$ cat src/design/mpmac_pkg.sv
// Shared types and constants for the multiprecision multiply-accumulate block.
`default_nettype none

package mpmac_pkg;

  localparam int DIGIT_W   = 8;
  localparam int PROD_W    = 2 * DIGIT_W;
  localparam int LEN_W     = 6;
  localparam int POS_W     = 7;
  localparam int CFG_IDX_W = 1;

  localparam logic [POS_W-1:0]     POS_MAX   = 7'd127;
  localparam logic [LEN_W-1:0]     LEN_RESET = 6'd32;

  // Configuration register indexes
  localparam logic [CFG_IDX_W-1:0] REG_X_LENGTH = 1'b0;
  localparam logic [CFG_IDX_W-1:0] REG_Y_LENGTH = 1'b1;

  typedef struct packed {
    logic [DIGIT_W-1:0] x_digit;
    logic [DIGIT_W-1:0] y_digit;
    logic [DIGIT_W-1:0] acc_digit;
    logic               load_last;
  } load_item_t;

  typedef struct packed {
    logic [DIGIT_W-1:0] result_digit;
    logic               overflow;
    logic               result_last;
  } result_item_t;

  // Broadcast control for the row of multiply cells
  typedef struct packed {
    logic               clear;
    logic               advance;
    logic [DIGIT_W-1:0] mult_digit;
  } cell_ctrl_t;

endpackage

`default_nettype wire

$ cat src/design/mpmac_cell.sv
// One digit cell of the multiply row: holds an x digit, a sum digit and a carry digit.
`default_nettype none

module mpmac_cell
  import mpmac_pkg::*;
(
  input  wire logic               clk,
  input  wire cell_ctrl_t         ctrl,
  input  wire logic               x_wr,
  input  wire logic [DIGIT_W-1:0] x_wr_data,
  input  wire logic               x_en,
  input  wire logic [DIGIT_W-1:0] sum_in,
  output logic      [DIGIT_W-1:0] sum_out,
  output logic                    nonzero
);

  logic [DIGIT_W-1:0] x_digit;
  logic [DIGIT_W-1:0] sum;
  logic [DIGIT_W-1:0] carry;
  logic [DIGIT_W-1:0] x_eff;
  logic [PROD_W-1:0]  total;

  // Digits above the active multiplicand length count as zero.
  assign x_eff = x_en ? x_digit : '0;
  assign total = PROD_W'(x_eff) * PROD_W'(ctrl.mult_digit)
               + PROD_W'(sum) + PROD_W'(carry);

  assign sum_out = total[DIGIT_W-1:0];
  assign nonzero = (sum != '0) || (carry != '0);

  always_ff @(posedge clk) begin
    if (x_wr) begin
      x_digit <= x_wr_data;
    end
    if (ctrl.clear) begin
      sum   <= '0;
      carry <= '0;
    end else if (ctrl.advance) begin
      // Low digit moves down one cell, high digit stays as carry.
      sum   <= sum_in;
      carry <= total[PROD_W-1:DIGIT_W];
    end
  end

endmodule

`default_nettype wire

$ cat config.mk
export PLATFORM = sky130hd
export DESIGN_NAME = mpmac_cell
export DESIGN_NICKNAME = d
export VERILOG_FILES = /design/src/design/mpmac_pkg.sv /design/src/design/mpmac_cell.sv
export SDC_FILE = /design/constraint.sdc
export NUM_CORES = 1
export LEC_CHECK = 0
export ABC_AREA = 1
export BUFFER_PORTS_ARGS = -buffer_cell sky130_fd_sc_hd__buf_2
export CAP_MARGIN = 15
export CORE_MARGIN = 8
export CORE_UTILIZATION = 45
export CTS_BUF_LIST = sky130_fd_sc_hd__clkbuf_8
export DETAILED_ROUTE_END_ITERATION = 8
export MAX_ROUTING_LAYER = met4
export PLACE_DENSITY = 0.77
export SYNTH_ARGS = -nofsm -noshare
export SYNTH_HDL_FRONTEND = slang
export SYNTH_SLANG_ARGS = --single-unit
$ cat constraint.sdc
create_clock -name clk -period 4.88 [get_ports clk]
set_clock_uncertainty 0.05 [all_clocks]
set_input_delay 0.244 -clock clk [delete_from_list [all_inputs] [get_ports clk]]
set_output_delay 0.244 -clock clk [all_outputs]
set_load 0.005 [all_outputs]
* Yosys cells after proc, flatten, opt, wreduce, memory -nomap -nowiden
Cells that the tools add are included.
Cells by class: $add $sub $neg 2, multiply operators 1, multiplexer cells 1, reduce and logical (&&, ||, !) cells 3
Operator list (count):
- $add 16x8->16 | 2
- $mul 8x8->16 | 1
- $reduce_bool 8->1 | 2
- $mux 8 | 1
- $logic_or 1x1->1 | 1
Storage, ports and cells: register bits after elaboration 24, bits of input ports 29, output and inout bits 9, logic and storage cells 10

* Depth between registers and ports, before layout
Gate-level depths: netlist of the first run.
depth after elaboration 4, gate-level depth with buffers 25, depth with buffers taken out 24

* Least setup slack after synthesis of the first run
Ideal clock, no wire load.
path kind in2reg, from in x_en, to reg carry[1], library setup time 0.115 ns, arrival 4.447 ns, required time 4.715 ns, path slack 0.267 ns, stages on the path 20, buffers on the path 1, cell sequence clkbuf_1 -> nand2_1 -> inv_1 -> nand2_1 -> fa_1 -> fa_1 -> inv_1 -> fa_1 -> fa_1 -> inv_1 -> fa_1 -> inv_1 -> ha_1 -> nand2_1 -> inv_2 -> a21oi_1 -> nand2_1 -> xor2_1 -> o21ai_0 -> inv_1
Between the ends: cells in the longest elaborated chain, start to end 4
Ends and longest elaborated chain:
- start, declared | RTL line mpmac_cell.sv:11 | input wire logic x_en,
- $mux 8 | RTL line mpmac_cell.sv:24 | assign x_eff = x_en ? x_digit : '0;
- $mul 8x8->16 | RTL line mpmac_cell.sv:25 | assign total = PROD_W'(x_eff) * PROD_W'(ctrl.mult_digit)
- $add 16x8->16 (2 in a row) | RTL line mpmac_cell.sv:26 | + PROD_W'(sum) + PROD_W'(carry);
- end signal, assigned | RTL line mpmac_cell.sv:41 | carry <= total[PROD_W-1:DIGIT_W];
- end, declared | RTL line mpmac_cell.sv:19 | logic [DIGIT_W-1:0] carry;
Every way passes these cells. A chain may end at the register's enable or synchronous reset.

* Worst setup path after layout of the first run
from reg x_digit[5], to out sum_out[7]
Between the ends: cells in the longest elaborated chain, start to end 4
Ends and longest elaborated chain:
- start, declared | RTL line mpmac_cell.sv:17 | logic [DIGIT_W-1:0] x_digit;
- start signal, assigned | RTL line mpmac_cell.sv:33 | x_digit <= x_wr_data;
- $mux 8 | RTL line mpmac_cell.sv:24
- $mul 8x8->16 | RTL line mpmac_cell.sv:25
- $add 16x8->16 (2 in a row) | RTL line mpmac_cell.sv:26
- end, declared | RTL line mpmac_cell.sv:13 | output logic [DIGIT_W-1:0] sum_out,
Every way passes these cells.

==> impl_metrics.toml, run 1 <==
[clock_tree]
cts_tree = "done"
clock_latency_ps = 280
htree_levels = 1
clk_pin_slew_ps = 90
cts-root-buf = "clkbuf_8"
cts_max_path_buffers = 2
clock_sinks = 24
cts_buffers = 3

[place]
pre_cts_slack_ps = 54.7
dp_hpwl_mm = 7.28
numPortBuffers = 37
place.gp.congestion = 0.894
dpl_cell_area_mm2 = 0.00399
dpl.cell_count = 627

[setup_path]
arrival_ps = 4400
endpoint = "sum_out[7]"
endpoint_kind = "output port"
crit_type = "reg2out"
worstPathRequired_ps = 4590
worstSetupStartpointType = "flop"
timing.rr.start = "x_digit[2]"
r2r_slack_ps = 250
worstPathMaxFanout = 4
r2r_end = "carry[1]"
crit_start = "x_digit[5]"
r2r_cells = 19

[grt]
grt_pass1_wl_mm = 14.4
track_usage = 0.157
overflow = 0
grt_max_degree = 19
grt_pass1_vias = 3135
antenna_found_initial = 0

[sta]
rsz0062_at_grt = "true"
whs_ps = 91.4
period_needed_ps = 4700
max_freq_mhz = 213
worst_slew_margin_rel = 0.658
hold_viol_final = 0
setup_viol = 0
min_period_over_period = 0.962
tightest_slew_ps = 512
worst_slack_ps = 184
maxSlewViolCount = 0

[final_layout]
final_cell_area_mm2 = 0.00412
post-route-util = 0.506
nFillCells = 782
diodes = 0
fin_cells = 635
drive_gt1_frac = 0.126
layout.nets = 657
area_delta_synth_final_pct = 10.3

[drt]
via_per_inst = 4.85
drt_iter0_drc = 169
vias = 3080
drc = 0
ant_nets = 0
postRouteWirelength_mm = 8.37
wire_per_inst_um = 13.2
dr.pass1.iters = 4

[synth]
synth-seq-cells = 24
yosysSeqAreaShare = 0.150
synth-edff-count = 8
synth_ff_type = "dfxtp_1"
synth_cell_types = 26
async_flop_share = 0
syn_inst = 494
avgSynthCellArea_um2 = 7.55
syn_area_mm2 = 0.00373
yosysWarnings = 0
syn_nets = 620

[min_path]
hold_path_class = "in2reg"
worstHoldStart = "x_wr_data[7]"

[power]
p_leak_nw = 2.42
vdd_ir_drop_max_mv = 0.132
power_density_mw_per_mm2 = 312

[floorplan]
core_mm2 = 0.00813
initial_utilization = 0.459
pin_count = 38
die_y_um = 107
dieArea_mm2 = 0.0115
num_rows = 33
die_w_um = 107

[run_status]
outcome = "complete, no violations"

[job]
max-cap-violations = 0
[logic make-up (layout without fill, tap and decap cells)]
kind of cell | Yosys count | count (layout) | synth area share
adders and majority gates | 97 | 97 | 0.424
and+or+nand+nor | 212 | 212 | 0.231
xor gates and xnor gates | 9 | 9 | 0.0211
buffers and inverters | 131 | 167 | 0.143
DFF | 24 | 24 | 0.150
AOI/OAI and AO/OA | 21 | 21 | 0.0302
[synthesized netlist by cell type (2+ instances only)]
library cell | number | area (µm²)
nand3_1 | 18 | 90.1
fa_1 | 49 | 981
clkbuf_1 | 3 | 11.3
ha_1 | 48 | 601
nor2_2 | 3 | 18.8
edfxtp_1 | 8 | 240
a21oi_1 | 16 | 80.1
xor2_1 | 8 | 70.1
buf_4 | 9 | 67.6
dfxtp_1 | 16 | 320
a211oi_1 | 3 | 22.5
nand4_1 | 3 | 18.8
nor2_1 | 61 | 229
inv_2 | 2 | 7.51
nor4_1 | 4 | 25.0
inv_1 | 115 | 432
nand2_1 | 119 | 447
[power breakdown]
part	internal [mW]	switching [mW]
combinational	0.362	0.531
clock	0.0723	0.0697
sequential	0.230	0.0186
[worst max-delay path: stages, from the launching register on]
cell and delay (ps):
edfxtp_1 420, nand2_2 120, nor2_1 60, fa_1 460, fa_1 530, inv_1 60
fa_1 490, fa_1 500, inv_1 50, fa_1 480, ha_4 310, nand2_1 70
inv_1 70, nand3_2 100, nand2_4 80, xor2_1 180, buf_2 150
[worst min-delay path by stage]
stage / to / slack (ps) / cells past startpoint
2_1_floorplan: x_digit[0] / 290 / 0
3_3_place_gp: x_digit[5] / 370 / 1
3_5_place_dp: x_digit[6] / 370 / 1
4_1_cts: x_digit[6] / 90 / 1
5_1_grt: x_digit[5] / 90 / 1
6_report: x_digit[7] / 90 / 1
[through the flow]
stage / setup TNS, ps / total power, mW
floorplan: 0 / 0.952
global route: -8.64 / 1.43
global placement: 0 / 1.10
detailed placement: 0 / 1.12
CTS: 0 / 1.26
finish: 0 / 1.28
[cells in the final DEF (no fill, tap or decap), types with 5 or more instances in the layout]
master	netlist	layout
edfxtp_1	8	8
ha_1	48	46
xor2_1	8	8
nand2_1	119	115
nand3_1	18	18
dfxtp_1	16	16
buf_4	9	9
nor2_1	61	61
a21oi_1	16	15
fa_1	49	48
inv_1	115	114
nand2_2	1	5
buf_2	1	37
[what timing repair did]
| item | in CTS | in global routing |
|---|---|---|
| resized for setup | 0 | 9 |
| hold endpoints to repair | 0 | 0 |
| setup buffers | 0 | 4 |
| setup endpoints to repair | 0 | 10 |
| hold buffers | 0 | 0 |
[metal layers]
| metal | global-route usage | part of all wire |
|---|---|---|
| met1 | 0.197 | 0.42 |
| met2 | 0.257 | 0.50 |
| met3 | 0.0174 | 0.058 |
| met4 | 0.0513 | 0.021 |
| met5 | - | 0 |
[sequential cells by signal (all words and copies together) (netlist names)]
name / count
carry: 8
sum: 8
x_digit: 8
[area by class of cell]
type | instances | area, µm² | area share
multi-input combinational | 339 | 2680 | 0.650
sequential | 24 | 561 | 0.136
inverter | 117 | 439 | 0.107
timing repair buffer | 46 | 253 | 0.0614
tap | 105 | 131 | 0.0319
clock buffer | 4 | 55.1 | 0.0134
No activity file was read; power rests on OpenSTA's default activity.
==> run 2: changes to the inputs <==
--- a/config.mk
+++ b/config.mk
@@ -7,5 +7,4 @@
 export LEC_CHECK = 0
 export ABC_AREA = 1
-export BUFFER_PORTS_ARGS = -buffer_cell sky130_fd_sc_hd__buf_2
 export CAP_MARGIN = 15
 export CORE_MARGIN = 8
@@ -13,6 +12,7 @@
 export CTS_BUF_LIST = sky130_fd_sc_hd__clkbuf_8
 export DETAILED_ROUTE_END_ITERATION = 8
+export DONT_BUFFER_PORTS = 1
 export MAX_ROUTING_LAYER = met4
-export PLACE_DENSITY = 0.77
+export PLACE_DENSITY = 0.65
 export SYNTH_ARGS = -nofsm -noshare
 export SYNTH_HDL_FRONTEND = slang
==> constraint.sdc (replaced) <==
create_clock -name clk -period 4.88 [get_ports clk]
set_clock_uncertainty 0.05 [all_clocks]
set_input_delay 0.488 -clock clk [delete_from_list [all_inputs] [get_ports clk]]
set_output_delay 0.488 -clock clk [all_outputs]
set_load 0.005 [all_outputs]
==> impl_metrics.toml, run 2 (synthesis results as in run 1) <==
[run_status]
outcome = "complete, no violations"

[drt]
wire_per_inst_um = 14.1
drt_iter0_drc = 154
dr.pass1.iters = 4
drc = 0
postRouteWirelength_mm = 8.43
vias = 2956
ant_nets = 0
via_per_inst = 4.93

[final_layout]
post-route-util = 0.490
mostFrequentLayoutCell = "nand2_1"
diodes = 0
nFillCells = 779
top_regs = "carry x8, sum x8, x_digit x8"
area_delta_synth_final_pct = 6.81
layout.nets = 621
drive_gt1_frac = 0.0688
final_cell_area_mm2 = 0.00398
mostFrequentLayoutCells = "116 x nand2_1, 114 x inv_1, 59 x nor2_1"
fin_cells = 599

[setup_path]
worstSetupStartpointType = "flop"
worstPathMaxFanout = 6
r2r_cells = 19
r2r_slack_ps = 380
timing.rr.start = "x_digit[0]"
worstPathRequired_ps = 4340
arrival_ps = 4190
endpoint_kind = "output port"
r2r_end = "carry[5]"
crit_type = "reg2out"

[sta]
hold_viol_final = 0
rsz0062_at_grt = "true"
worst_slew_margin_rel = 0.664
maxSlewViolCount = 0
min_period_over_period = 0.968
period_needed_ps = 4720
tightest_slew_ps = 503
max_freq_mhz = 212
setup_viol = 0

[grt]
overflow = 0
grt_pass1_wl_mm = 14.1
track_usage = 0.156
grt_max_degree = 19
grt_pass1_vias = 2938
antenna_found_initial = 0

[floorplan]
dieArea_mm2 = 0.0115
die_y_um = 107
core_mm2 = 0.00813
num_rows = 33
pin_count = 38
die_w_um = 107
initial_utilization = 0.459

[power]
vdd_ir_drop_max_mv = 0.170
p_leak_nw = 2.29
power_density_mw_per_mm2 = 318
total_power_mw = 1.27

[clock_tree]
htree_levels = 1
cts-root-buf = "clkbuf_8"
cts_buffers = 3
clock_latency_ps = 280
cts_hold_buffers = 0
clk_pin_slew_ps = 100
clock_sinks = 24
cts_max_path_buffers = 2
cts_tree = "done"

[min_path]
hold_path_class = "in2reg"
min_to = "sum[1]"
min_delay_path_depth = 1
worstHoldStart = "ctrl[9]"

[place]
dp_hpwl_mm = 7.36
place.gp.congestion = 0.925
dpl.cell_count = 592
numPortBuffers = 0
dpl_cell_area_mm2 = 0.00382

[job]
max-cap-violations = 0
## run 2: timing repair
item,4_1_cts,5_1_grt
endpoints found under the setup margin,1,3
pin swaps,0,3
resized for setup,4,11
buffers inserted,0,3
## run 2: worst max path at each step
| stage | start | endpoint | slack [ps] | cells after the start |
|---|---|---|---|---|
| 2_1_floorplan | x_en | sum_out[7] | 6 | 15 |
| 3_3_place_gp | x_en | sum_out[7] | 70 | 15 |
| 3_5_place_dp | x_en | sum_out[7] | 80 | 15 |
| 4_1_cts | x_digit[4] | sum_out[6] | 30 | 17 |
| 5_1_grt | x_digit[5] | sum_out[7] | -5 | 15 |
| 6_report | x_digit[5] | sum_out[7] | 160 | 15 |
## run 2: final cells by class
type / instances / area (µm²) / share of cell area
sequential: 24 / 561 / 0.141
timing repair buffer: 10 / 75.1 / 0.0188
inverter: 117 / 439 / 0.110
clock buffer: 4 / 55.1 / 0.0138
tap: 105 / 131 / 0.0330
multi-input combinational: 339 / 2720 / 0.683
## run 2: power by group
part	switching, mW	leakage [nW]	internal [mW]
Combinational	0.521	2.05	0.355
Clock	0.0719	0.0288	0.0722
Sequential	0.0188	0.211	0.230
## run 2: per-stage QoR
stage          TNS, ps  worst slack [ps]  hold WS, ps
2_1_floorplan        0              6.17          407
3_3_place_gp         0              71.0          425
3_5_place_dp         0              76.5          427
4_1_cts              0              28.9          209
5_1_grt          -9.37             -5.44          198
6_report             0               156          211
## run 2: per-layer routing
| metal | part of all wire | GRT usage | vias to the layer above |
|---|---|---|---|
| met5 | 0 | - | - |
| met4 | 0.013 | 0.0382 | 0 |
| met3 | 0.055 | 0.0132 | 10 |
| met2 | 0.50 | 0.259 | 74 |
| met1 | 0.43 | 0.200 | 1404 |
| li1 | - | - | 1468 |
## run 2: critical path, cell delays in order (launching register included)
cell and delay [ps]:
edfxtp_1 420, nand2_4 130, nor2_1 70, fa_1 420
fa_1 540, inv_1 50, fa_1 480, fa_1 490
inv_1 50, fa_1 480, ha_4 300, nand2_1 70
inv_1 70, nand3_2 90, nand2_4 90, xor2_2 160
==> run 3: changes to the inputs <==
Settings changed: CELL_PAD_IN_SITES_DETAIL_PLACEMENT from default to 1, CELL_PAD_IN_SITES_GLOBAL_PLACEMENT from default to 2, CORE_UTILIZATION 45 to 35, PLACE_DENSITY 0.65 to 0.82.
==> impl_metrics.toml, run 3 (synthesis results as in run 1) <==
[run_status]
outcome = "complete, no violations"

[clock_tree]
cts_buffers = 3
clock_sinks = 24
cts-root-buf = "clkbuf_8"
clock_latency_ps = 290
cts_hold_buffers = 0
cts_max_path_buffers = 2
htree_levels = 1
cts_tree = "done"
clk_pin_slew_ps = 100

[setup_path]
worstPathMaxFanout = 5
crit_type = "reg2out"
endpoint_kind = "output port"
timing.rr.start = "x_digit[5]"
worstPathRequired_ps = 4340
arrival_ps = 4210
r2r_slack_ps = 310
worstSetupStartpointType = "flop"
crit_start = "x_digit[4]"

[grt]
overflow = 0
grt_pass1_wl_mm = 17.0
antenna_found_initial = 0
grt_pass1_vias = 3251
grt_max_degree = 19
track_usage = 0.152

[sta]
maxSlewViolCount = 0
whs_ps = 194
max_freq_mhz = 211
rsz0062_at_grt = "true"
hold_viol_final = 0
worst_slew_margin_rel = 0.686
period_needed_ps = 4750
min_period_over_period = 0.973
tightest_slew_ps = 470
setup_viol = 0

[final_layout]
drive_gt1_frac = 0.133
area_delta_synth_final_pct = 11.9
top_regs = "carry x8, sum x8, x_digit x8"
diodes = 0
fin_cells = 641
mostFrequentLayoutCells = "108 x nand2_1, 105 x inv_1, 59 x nor2_1"
final_cell_area_mm2 = 0.00417
mostFrequentLayoutCell = "nand2_1"
nFillCells = 1290
layout.nets = 632

[drt]
drc = 0
postRouteWirelength_mm = 10.0
ant_nets = 0
drt_iter0_drc = 92
wire_per_inst_um = 15.7
vias = 3009
via_per_inst = 4.69
dr.pass1.iters = 4

[floorplan]
die_w_um = 119
dieArea_mm2 = 0.0142
core_mm2 = 0.0103
pin_count = 38
die_y_um = 119
initial_utilization = 0.361
num_rows = 37

[power]
power_density_mw_per_mm2 = 348
total_power_mw = 1.45
p_leak_nw = 2.34
vdd_ir_drop_max_mv = 0.143

[place]
numPortBuffers = 0
dpl_cell_area_mm2 = 0.00391
dp_hpwl_mm = 8.90
place.gp.congestion = 0.875
dpl.cell_count = 630

[job]
max-cap-violations = 0

[min_path]
hold_path_class = "in2reg"
worstHoldStart = "ctrl[9]"
run 3: cell types whose count changed in the layout (fill, tap and decap cells not counted), moves of 3 or more:
cell / delta
buf_4: +11
fa_2: +3
inv_1: -9
inv_2: +9
nand2_2: +7
nand2_1: -8
fa_1: -3
run 3: final cells by class:
class,count,area [µm²],share of cell area
Multi-Input combinational cell,339,2780,0.665
Tap cell,136,170,0.0408
Sequential cell,24,561,0.134
Timing Repair Buffer,21,158,0.0378
Inverter,117,439,0.105
Clock inverter,1,30.0,0.00719
Clock buffer,3,41.3,0.00989
run 3: what timing repair did:
| item | CTS | global route |
|---|---|---|
| resized for setup | 12 | 27 |
| endpoints found under the setup margin | 2 | 10 |
| pin swaps | 1 | 23 |
| buffers inserted | 0 | 8 |
run 3: critical path, stage by stage, from the launching register on:
cell	delay [ps]
edfxtp_1	400
nand2_4	100
inv_2	80
nand2_2	50
fa_1	500
inv_2	40
fa_1	440
ha_1	320
fa_1	530
inv_1	60
fa_1	520
inv_2	50
ha_4	250
or2_1	220
nand3_2	80
nand2_4	80
xor2_4	190
run 3: routing by layer:
metal | global-route usage | part of all wire
met5 | - | 0
met4 | 0.0190 | 0.0042
met2 | 0.253 | 0.50
met3 | 0.0283 | 0.045
met1 | 0.193 | 0.45
run 3: final timing paths:
| kind | end | cells past startpoint |
|---|---|---|
| setup reg to reg | carry[6] | 23 |
| setup / recovery | sum_out[7] | 16 |
| hold reg to reg | sum[0] | 2 |
| hold / removal | sum[1] | 1 |
run 3: power by group:
group,switching [mW],leakage [nW],internal [mW],total (mW)
clock network,0.0794,0.0357,0.110,0.190
logic,0.590,2.09,0.422,1.01
registers,0.0200,0.211,0.230,0.250
run 3: stage by stage:
| step | util | worst slack, ps | TNS [ps] |
|---|---|---|---|
| floorplan | - | 6.17 | 0 |
| global placement | 0.379 | -54.9 | -60.2 |
| detailed placement | 0.379 | -84.7 | -96.7 |
| CTS | 0.394 | 0.0706 | 0 |
| global route | 0.404 | -29.5 | -46.0 |
| finish | 0.404 | 132 | 0 |
